$ cat src/design/sct_pkg.sv
// ----------------------------------------------------------------------------
// sct_pkg: shared types and constants of the shell command tokenizer
// Token kinds, scanner modes, character codes and the result records that
// pass from the scanner to the output queue.
// ----------------------------------------------------------------------------
package sct_pkg;

  // Longest supported line; positions saturate below it.
  localparam int unsigned LineMax = 4096;
  localparam int unsigned PosW    = 12;
  localparam logic [PosW-1:0] PosCap =
      (LineMax - 1 < 4095) ? PosW'(LineMax - 1) : PosW'(4095);

  // Characters with a meaning of their own.
  localparam logic [7:0] ChNul    = 8'h00;
  localparam logic [7:0] ChTab    = 8'h09;
  localparam logic [7:0] ChSpace  = 8'h20;
  localparam logic [7:0] ChGt     = 8'h3E;
  localparam logic [7:0] ChLt     = 8'h3C;
  localparam logic [7:0] ChBar    = 8'h7C;
  localparam logic [7:0] ChAmp    = 8'h26;
  localparam logic [7:0] ChSemi   = 8'h3B;
  localparam logic [7:0] ChLpar   = 8'h28;
  localparam logic [7:0] ChRpar   = 8'h29;
  localparam logic [7:0] ChBslash = 8'h5C;
  localparam logic [7:0] ChQuote  = 8'h27;
  localparam logic [7:0] ChDquote = 8'h22;

  // Token kinds as they appear on the output.
  typedef enum logic [4:0] {
    KWord       = 5'd0,
    KEnd        = 5'd1,
    KIn         = 5'd2,
    KOut        = 5'd3,
    KOutErr     = 5'd4,
    KAppend     = 5'd5,
    KAppendErr  = 5'd6,
    KPipe       = 5'd7,
    KPipeErr    = 5'd8,
    KOr         = 5'd9,
    KAnd        = 5'd10,
    KBg         = 5'd11,
    KSemi       = 5'd12,
    KLpar       = 5'd13,
    KRpar       = 5'd14,
    KBadEscape  = 5'd15,
    KOpenQuote  = 5'd16,
    KOpenDquote = 5'd17
  } kind_e;

  // Scanner modes, one-hot.
  typedef enum logic [10:0] {
    MIdle     = 11'b000_0000_0001,
    MGt       = 11'b000_0000_0010,
    MOutSkip  = 11'b000_0000_0100,
    MAppSkip  = 11'b000_0000_1000,
    MBar      = 11'b000_0001_0000,
    MPipeSkip = 11'b000_0010_0000,
    MAmp      = 11'b000_0100_0000,
    MWord     = 11'b000_1000_0000,
    MEsc      = 11'b001_0000_0000,
    MSq       = 11'b010_0000_0000,
    MDq       = 11'b100_0000_0000
  } mode_e;

  // One token as it leaves the block.
  typedef struct packed {
    kind_e             kind;
    logic [PosW-1:0]   first_pos;
    logic [PosW-1:0]   last_pos;
    logic              last;
  } result_t;

  // Tokens caused by one character (zero, one or two).
  typedef struct packed {
    logic [1:0] count;
    result_t    r0;
    result_t    r1;
  } step_t;

  function automatic logic is_blank(input logic [7:0] c);
    return (c == ChSpace) || (c == ChTab);
  endfunction

  function automatic logic ends_word(input logic [7:0] c);
    return is_blank(c) || (c == ChNul) || (c == ChGt) || (c == ChLt) ||
           (c == ChAmp) || (c == ChBar) || (c == ChSemi) ||
           (c == ChLpar) || (c == ChRpar);
  endfunction

endpackage

$ cat src/design/sct_lexer.sv
// ----------------------------------------------------------------------------
// sct_lexer: scanner state and combinational token decision
// Holds the scan mode and line positions, and works out from one character
// the tokens it closes and opens, combinationally.
// ----------------------------------------------------------------------------
module sct_lexer (
  input  logic                      clk_i,
  input  logic                      rst_ni,
  input  logic                      step_i,   // a character transfer happens
  input  logic [7:0]                ch_i,
  output sct_pkg::step_t            step_o
);

  sct_pkg::mode_e                    mode_q, mode_d;
  logic [sct_pkg::PosW-1:0]          pos_q, pos_d;
  logic [sct_pkg::PosW-1:0]          start_q, start_d;
  logic [sct_pkg::PosW-1:0]          bend_q, bend_d;

  // Token closed by the pending mode.
  logic                              close_v;
  sct_pkg::kind_e                    close_kind;
  logic [sct_pkg::PosW-1:0]          close_end;
  // Token started afresh from the between-tokens mode.
  logic                              open_v;
  sct_pkg::kind_e                    open_kind;
  logic                              do_idle;
  logic                              ended;
  // Skip handling shared by the redirection and pipe modes.
  logic                              skip_en;
  sct_pkg::kind_e                    skip_plain;
  sct_pkg::kind_e                    skip_err;
  sct_pkg::mode_e                    skip_mode;
  logic                              blank;

  assign blank = sct_pkg::is_blank(ch_i);

  // Next-state and token decision for the current character.
  always_comb begin
    mode_d     = mode_q;
    start_d    = start_q;
    bend_d     = bend_q;
    close_v    = 1'b0;
    close_kind = sct_pkg::KWord;
    close_end  = bend_q;
    open_v     = 1'b0;
    open_kind  = sct_pkg::KWord;
    do_idle    = 1'b0;
    ended      = 1'b0;
    skip_en    = 1'b0;
    skip_plain = sct_pkg::KOut;
    skip_err   = sct_pkg::KOutErr;
    skip_mode  = sct_pkg::MOutSkip;

    unique case (mode_q) inside
      sct_pkg::MIdle: begin
        do_idle = 1'b1;
      end
      sct_pkg::MGt: begin
        if (ch_i == sct_pkg::ChGt) begin
          bend_d = pos_q;
          mode_d = sct_pkg::MAppSkip;
        end else begin
          skip_en = 1'b1;
        end
      end
      sct_pkg::MOutSkip: begin
        skip_en = 1'b1;
      end
      sct_pkg::MAppSkip: begin
        skip_en    = 1'b1;
        skip_plain = sct_pkg::KAppend;
        skip_err   = sct_pkg::KAppendErr;
        skip_mode  = sct_pkg::MAppSkip;
      end
      sct_pkg::MBar: begin
        if (ch_i == sct_pkg::ChBar) begin
          close_v    = 1'b1;
          close_kind = sct_pkg::KOr;
          close_end  = pos_q;
          mode_d     = sct_pkg::MIdle;
        end else begin
          skip_en    = 1'b1;
          skip_plain = sct_pkg::KPipe;
          skip_err   = sct_pkg::KPipeErr;
          skip_mode  = sct_pkg::MPipeSkip;
        end
      end
      sct_pkg::MPipeSkip: begin
        skip_en    = 1'b1;
        skip_plain = sct_pkg::KPipe;
        skip_err   = sct_pkg::KPipeErr;
        skip_mode  = sct_pkg::MPipeSkip;
      end
      sct_pkg::MAmp: begin
        mode_d  = sct_pkg::MIdle;
        close_v = 1'b1;
        if (ch_i == sct_pkg::ChAmp) begin
          close_kind = sct_pkg::KAnd;
          close_end  = pos_q;
        end else begin
          close_kind = sct_pkg::KBg;
          do_idle    = 1'b1;
        end
      end
      sct_pkg::MWord: begin
        if (sct_pkg::ends_word(ch_i)) begin
          close_v    = 1'b1;
          close_kind = sct_pkg::KWord;
          mode_d     = sct_pkg::MIdle;
          do_idle    = 1'b1;
        end else begin
          bend_d = pos_q;
          if (ch_i == sct_pkg::ChBslash) begin
            mode_d = sct_pkg::MEsc;
          end else if (ch_i == sct_pkg::ChQuote) begin
            mode_d = sct_pkg::MSq;
          end else if (ch_i == sct_pkg::ChDquote) begin
            mode_d = sct_pkg::MDq;
          end
        end
      end
      sct_pkg::MEsc: begin
        if (ch_i == sct_pkg::ChNul) begin
          close_v    = 1'b1;
          close_kind = sct_pkg::KBadEscape;
          close_end  = pos_q;
          ended      = 1'b1;
        end else begin
          bend_d = pos_q;
          mode_d = sct_pkg::MWord;
        end
      end
      sct_pkg::MSq, sct_pkg::MDq: begin
        if (ch_i == sct_pkg::ChNul) begin
          close_v    = 1'b1;
          close_kind = (mode_q == sct_pkg::MSq) ? sct_pkg::KOpenQuote
                                                : sct_pkg::KOpenDquote;
          close_end  = pos_q;
          ended      = 1'b1;
        end else begin
          bend_d = pos_q;
          if ((mode_q == sct_pkg::MSq && ch_i == sct_pkg::ChQuote) ||
              (mode_q == sct_pkg::MDq && ch_i == sct_pkg::ChDquote)) begin
            mode_d = sct_pkg::MWord;
          end
        end
      end
      default: begin
        mode_d  = sct_pkg::MIdle;
        do_idle = 1'b1;
      end
    endcase

    // Blanks after > >> or | are absorbed; & picks the error variant.
    if (skip_en) begin
      if (blank) begin
        bend_d = pos_q;
        mode_d = skip_mode;
      end else if (ch_i == sct_pkg::ChAmp) begin
        close_v    = 1'b1;
        close_kind = skip_err;
        close_end  = pos_q;
        mode_d     = sct_pkg::MIdle;
      end else begin
        close_v    = 1'b1;
        close_kind = skip_plain;
        mode_d     = sct_pkg::MIdle;
        do_idle    = 1'b1;
      end
    end

    // The character is lexed afresh from the between-tokens mode.
    if (do_idle && !blank) begin
      start_d = pos_q;
      bend_d  = pos_q;
      mode_d  = sct_pkg::MIdle;
      unique case (ch_i)
        sct_pkg::ChNul: begin
          open_v    = 1'b1;
          open_kind = sct_pkg::KEnd;
          ended     = 1'b1;
        end
        sct_pkg::ChGt:     mode_d = sct_pkg::MGt;
        sct_pkg::ChBar:    mode_d = sct_pkg::MBar;
        sct_pkg::ChAmp:    mode_d = sct_pkg::MAmp;
        sct_pkg::ChLt: begin
          open_v    = 1'b1;
          open_kind = sct_pkg::KIn;
        end
        sct_pkg::ChSemi: begin
          open_v    = 1'b1;
          open_kind = sct_pkg::KSemi;
        end
        sct_pkg::ChLpar: begin
          open_v    = 1'b1;
          open_kind = sct_pkg::KLpar;
        end
        sct_pkg::ChRpar: begin
          open_v    = 1'b1;
          open_kind = sct_pkg::KRpar;
        end
        sct_pkg::ChBslash: mode_d = sct_pkg::MEsc;
        sct_pkg::ChQuote:  mode_d = sct_pkg::MSq;
        sct_pkg::ChDquote: mode_d = sct_pkg::MDq;
        default:           mode_d = sct_pkg::MWord;
      endcase
    end

    // A zero byte returns the line to its start; otherwise count up.
    if (ended) begin
      mode_d  = sct_pkg::MIdle;
      pos_d   = '0;
      start_d = '0;
      bend_d  = '0;
    end else if (pos_q < sct_pkg::PosCap) begin
      pos_d = pos_q + 1'b1;
    end else begin
      pos_d = sct_pkg::PosCap;
    end
  end

  // Pack the tokens of this character in order, marking the final one.
  always_comb begin
    step_o = '0;
    if (close_v) begin
      step_o.r0.kind      = close_kind;
      step_o.r0.first_pos = start_q;
      step_o.r0.last_pos  = close_end;
      step_o.r0.last      = !open_v;
      step_o.r1.kind      = open_kind;
      step_o.r1.first_pos = pos_q;
      step_o.r1.last_pos  = pos_q;
      step_o.r1.last      = 1'b1;
      step_o.count        = open_v ? 2'd2 : 2'd1;
    end else begin
      step_o.r0.kind      = open_kind;
      step_o.r0.first_pos = pos_q;
      step_o.r0.last_pos  = pos_q;
      step_o.r0.last      = 1'b1;
      step_o.r1.kind      = open_kind;
      step_o.r1.first_pos = pos_q;
      step_o.r1.last_pos  = pos_q;
      step_o.r1.last      = 1'b1;
      step_o.count        = open_v ? 2'd1 : 2'd0;
    end
    if (!step_i) begin
      step_o.count = 2'd0;
    end
  end

  // Scanner state registers.
  always_ff @(posedge clk_i or negedge rst_ni) begin
    if (!rst_ni) begin
      mode_q  <= sct_pkg::MIdle;
      pos_q   <= '0;
      start_q <= '0;
      bend_q  <= '0;
    end else if (step_i) begin
      mode_q  <= mode_d;
      pos_q   <= pos_d;
      start_q <= start_d;
      bend_q  <= bend_d;
    end
  end

endmodule

$ cat src/design/shell_command_tokenizer.sv
// ----------------------------------------------------------------------------
// shell_command_tokenizer: streaming command-line lexer
// Takes one character per transfer and produces tokens with their kind and
// first and last line positions.
//
//   Channel  Dir  tdata                                tuser       tlast
//   s_axis   in   [7:0] ch                             -           -
//   m_axis   out  [11:0] first_pos, [23:12] last_pos   [4:0] kind  last token
//
// A character is decided in the cycle it is taken; its tokens (up to two)
// land in a four-entry output queue and leave one per cycle unless stalled.
// Input is taken every cycle while the queue has room for two tokens.
// A two-token character needs two output transfers, so without output stalls
// the sustained rate is one character per cycle if each gives at most one.
// Reset returns the scanner to the start of a line and empties the queue.
// ----------------------------------------------------------------------------
module shell_command_tokenizer (
  input  logic        clk_i,
  input  logic        rst_ni,
  input  logic        s_axis_tvalid,
  output logic        s_axis_tready,
  input  logic [7:0]  s_axis_tdata,   // [7:0] ch
  output logic        m_axis_tvalid,
  input  logic        m_axis_tready,
  output logic [23:0] m_axis_tdata,   // [11:0] first_pos, [23:12] last_pos
  output logic [4:0]  m_axis_tuser,   // [4:0] token_kind
  output logic        m_axis_tlast
);

  localparam int unsigned QDepth = 4;
  localparam int unsigned QPtrW  = $clog2(QDepth);
  localparam int unsigned QCntW  = $clog2(QDepth + 1);

  sct_pkg::step_t      step;
  logic                in_xfer;
  logic                out_xfer;
  sct_pkg::result_t    q_mem [QDepth];
  logic [QPtrW-1:0]    wr_q, wr_d;
  logic [QPtrW-1:0]    rd_q, rd_d;
  logic [QCntW-1:0]    cnt_q, cnt_d;
  sct_pkg::result_t    head;

  // Room for two tokens guarantees any character can be taken.
  assign s_axis_tready = (cnt_q <= QCntW'(QDepth - 2));
  assign in_xfer       = s_axis_tvalid && s_axis_tready;
  assign out_xfer      = m_axis_tvalid && m_axis_tready;

  sct_lexer u_lexer (
    .clk_i  (clk_i),
    .rst_ni (rst_ni),
    .step_i (in_xfer),
    .ch_i   (s_axis_tdata),
    .step_o (step)
  );

  // Queue pointer and fill bookkeeping.
  always_comb begin
    wr_d  = wr_q + QPtrW'(step.count);
    rd_d  = rd_q + QPtrW'(out_xfer);
    cnt_d = cnt_q + QCntW'(step.count) - QCntW'(out_xfer);
  end

  always_ff @(posedge clk_i or negedge rst_ni) begin
    if (!rst_ni) begin
      wr_q  <= '0;
      rd_q  <= '0;
      cnt_q <= '0;
    end else begin
      wr_q  <= wr_d;
      rd_q  <= rd_d;
      cnt_q <= cnt_d;
    end
  end

  // Token storage.
  always_ff @(posedge clk_i) begin
    if (step.count != 2'd0) begin
      q_mem[wr_q] <= step.r0;
    end
    if (step.count == 2'd2) begin
      q_mem[wr_q + 1'b1] <= step.r1;
    end
  end

  // Output side.
  assign head          = q_mem[rd_q];
  assign m_axis_tvalid = (cnt_q != '0);
  assign m_axis_tdata  = {head.last_pos, head.first_pos};
  assign m_axis_tuser  = head.kind;
  assign m_axis_tlast  = head.last;

endmodule
$ cat config.mk
export PLATFORM = sky130hd
export DESIGN_NAME = shell_command_tokenizer
export DESIGN_NICKNAME = d
export VERILOG_FILES = /design/src/design/sct_pkg.sv /design/src/design/sct_lexer.sv /design/src/design/shell_command_tokenizer.sv
export SDC_FILE = /design/constraint.sdc
export NUM_CORES = 1
export LEC_CHECK = 0
export BUFFER_PORTS_ARGS = -buffer_cell sky130_fd_sc_hd__buf_2
export CORE_UTILIZATION = 44
export DETAILED_ROUTE_END_ITERATION = 10
export PLACE_DENSITY_LB_ADDON = 0.05
export RECOVER_POWER = 50
export SLEW_MARGIN = 10
export SYNTH_ARGS = -nofsm -noshare
export SYNTH_HDL_FRONTEND = slang
export SYNTH_HIERARCHICAL = 1
export SYNTH_SLANG_ARGS = --single-unit
$ cat constraint.sdc
create_clock -name clk_i -period 9.3 [get_ports clk_i]
set_input_delay 0 -clock clk_i [delete_from_list [all_inputs] [get_ports clk_i]]
set_output_delay 0 -clock clk_i [all_outputs]
set_load 0.1 [all_outputs]
==> out/metrics.yaml <==
num_rows: 54
wirelength_um: 25400
p_total_w: 0.00305
wl_per_cell_um: 24.1
path_class: "reg -> reg"
final_cell_mix: "edfxtp_1 (120), mux2_4 (59), mux2_2 (58), dfrtp_1 (53), clkbuf_1 (37)"
synth_cell_types: 80
synth_top_family_by_area: "multiplexers"
reg2reg_to: "q_mem[2][16]"
ys_seq_elements: 174
die_area_sq_mm: 0.0234
fin_crit_ns: 6.48
cts_made_buffers: 17
fin_nets: 779
synth-xor-area-share: 0.0105
syn_inst: 748
grt_max_degree: 55
rr_worst_depth: 11
skew_ns: 0.0168
drv_slew: 154
post-cts-setup-buffers: 0
leakagePower_nw: 4.03
fmax_mhz: 154
layout_commonest_cell: "edfxtp_1"
synth.mux.area_fraction: 0.261
start_kind: "register"
start_util: 0.455
ys_warn_count: 6
drt_iter0_drc: 462
slew_headroom: -1.08
rsz0062_at_grt: "no"
r2r_start: "u_lexer/mode_q[10]"
synth_nets: 766
outcome: "finished, violations left"
switching_share: 0.450
die-width_um: 153
final_hold_viol_count: 0
cts_buffer_depth: 2
htreeDepth: 4
coreArea_sq_mm: 0.0221
worstPathArrival_ns: 6.56
p_sw_w: 0.00137
ys_seq_area_frac: 0.493
worstMarginPinSlew_ns: 3.12
syn_area_sq_mm: 0.0100
hold_path_class: "in -> reg"
path_max_fanout: 31
violations: "capacitance limit, slew limit"
grt_overflow: 0
pwr-share-comb: 0.417
hold_depth: 5
antenna_found_initial: 1
vias: 6343
place_congestion: 0.892
synthSimpleGateAreaFrac: 0.0914
dr.pass1.iters: 5
synth_edf_count: 120
placedCellCount: 1020
syn_to_final_growth_pct: 7.98
syn_area_per_cell_sq_um: 13.4
fin_cells: 1054
die-height_um: 153
ir_drop_mv: 0.219
finalSetupTns_ns: 0
synthArstFlopShare: 0.310
ys.flop_type: "edfxtp_1"
required_ns: 9.38
antennaDiodeCount: 0
grt_pass1_wl_um: 39900
holdPathEnd: "u_lexer/mode_q[1]"
ant_nets: 0
cts_resized: 0
drive_gt1_frac: 0.282
synthTopCellsByArea: "edfxtp_1 (36%), dfrtp_1 (13%), mux2_4 (8.8%)"
drcViolationCount: 0
yosys.area.top_type: "edfxtp_1"
io_pins: 44
cap_violations: 6
clkSlewWorstSetupHoldPaths_ns: 0.07
hp-start: "s_axis_tdata[6]"
synth_compound_area_frac: 0.0832
r2r_slack_ns: 2.82
power_density_mw_per_mm2: 281
postCtsHoldBufs: 2
setup_viol: 0
end_kind: "register"
grt_pass1_vias: 6469
io_buffers: 43
root_buffer: "clkbuf_16"
min_period_over_period: 0.697
routed_via_density: 6.02
p_int_w: 0.00167
seq_power_share: 0.342
clock_latency_ns: 0.44
p_clk_frac: 0.241
synthDominantCellAreaShare: 0.359
grt_usage: 0.227
tritoncts: "yes"
place_hpwl_um: 16600
clock_sinks: 174
synthAdderAreaFrac: 0.00822
area by class of cell:
cell class              instances  area, sq um
well taps                     280          350
clock inverters                11          108
clock buffers                  21          504
flip-flops and latches        174         4960
multi-input cells             483         4550
repair buffers                 59          285
fillers                      1948        11200
inverters                      26         97.6
logic make-up after synthesis:
group	count (synthesis)
AO/OA/AOI/OAI	122
XOR/XNOR	12
adder cells (fa/ha/maj)	6
buffers and inverters	91
flip-flops	174
multiplexers	184
other	2
AND/OR/NAND/NOR	157
Yosys cell counts, types with 3 or more instances:
cell type  number
a21oi_1        27
a22o_1         14
and2_1          7
and3_1          4
buf_2          10
buf_4          18
buf_6          13
clkbuf_1       21
dfrtp_1        53
edfxtp_1      120
ha_1            5
inv_1          26
mux2_1         30
mux2_2         58
mux2_4         59
mux2i_1         7
mux4_2         30
nand2_1        27
nand2b_1        5
nand3_1        17
nand4_1        18
nor2_1         27
nor2b_1         4
nor3_1          9
nor4_1          6
o21ai_0        22
o21ai_1        15
o21bai_1        3
o22ai_1         3
o2bb2ai_1       4
o31ai_1         4
or2_2           4
or3_1           4
or4_1           4
xnor2_1         9
xor2_1          3
through the flow:
step | setup WS, ns | cell area (sq um) | hold WS, ns | utilization
after floorplan | 3.31 | 10000 | -0.296 | -
after global placement | 4.26 | 10300 | 0.192 | 0.468
after detailed placement | 4.22 | 10300 | 0.191 | 0.468
after CTS | 4.20 | 11000 | 0.132 | 0.497
after global routing | 2.31 | 10900 | 0.184 | 0.491
final | 2.82 | 10900 | 0.139 | 0.491
sequential cells by signal, indices dropped and copies added (netlist names):
register,cells
q_mem,120
u_lexer/bend_q,12
u_lexer/pos_q,12
u_lexer/start_q,12
u_lexer/mode_q,11
cnt_q,3
rd_q,2
wr_q,2
power by group through the flow:
| stage | Combinational, W | Clock (W) | Sequential [W] |
|---|---|---|---|
| 6_report | 0.00127 | 0.000735 | 0.00104 |
| 5_1_grt | 0.00134 | 0.000782 | 0.00106 |
| 4_1_cts | 0.00130 | 0.000749 | 0.00105 |
| 3_5_place_dp | 0.00130 | 0 | 0.00106 |
| 3_3_place_gp | 0.00130 | 0 | 0.00106 |
| 2_1_floorplan | 0.00115 | 0 | 0.000970 |
worst max-delay path by stage:
stage | cells after the start | to | startpoint | slack [ns]
after floorplan | 7 | q_mem[0][0] | cnt_q[1] | 3.31
after global placement | 11 | q_mem[2][3] | u_lexer/mode_q[10] | 4.26
after detailed placement | 11 | q_mem[2][1] | u_lexer/mode_q[10] | 4.22
after CTS | 11 | q_mem[2][16] | u_lexer/mode_q[10] | 4.20
after global routing | 11 | q_mem[2][16] | u_lexer/mode_q[10] | 2.31
final | 11 | q_mem[2][16] | u_lexer/mode_q[10] | 2.82
routing by layer:
metal,vias up,part of all wire,track usage
li1,2896,-,-
met1,3255,0.47,0.321
met2,166,0.48,0.366
met3,24,0.036,0.0357
met4,2,0.011,0.0553
met5,-,0.00051,0
worst max-delay path: stages, from the launching register on:
cell and delay (ns):
dfrtp_1 0.46, nor3_1 0.59, nand3_1 0.34, o22ai_1 0.40, o21a_1 0.23, nor3_1 0.10
nand2_1 0.66, ha_1 0.36, and2_0 0.28, and4bb_1 1.86, o21bai_4 0.43, buf_4 0.41
Note: power is estimated with default switching activity, not from simulation.
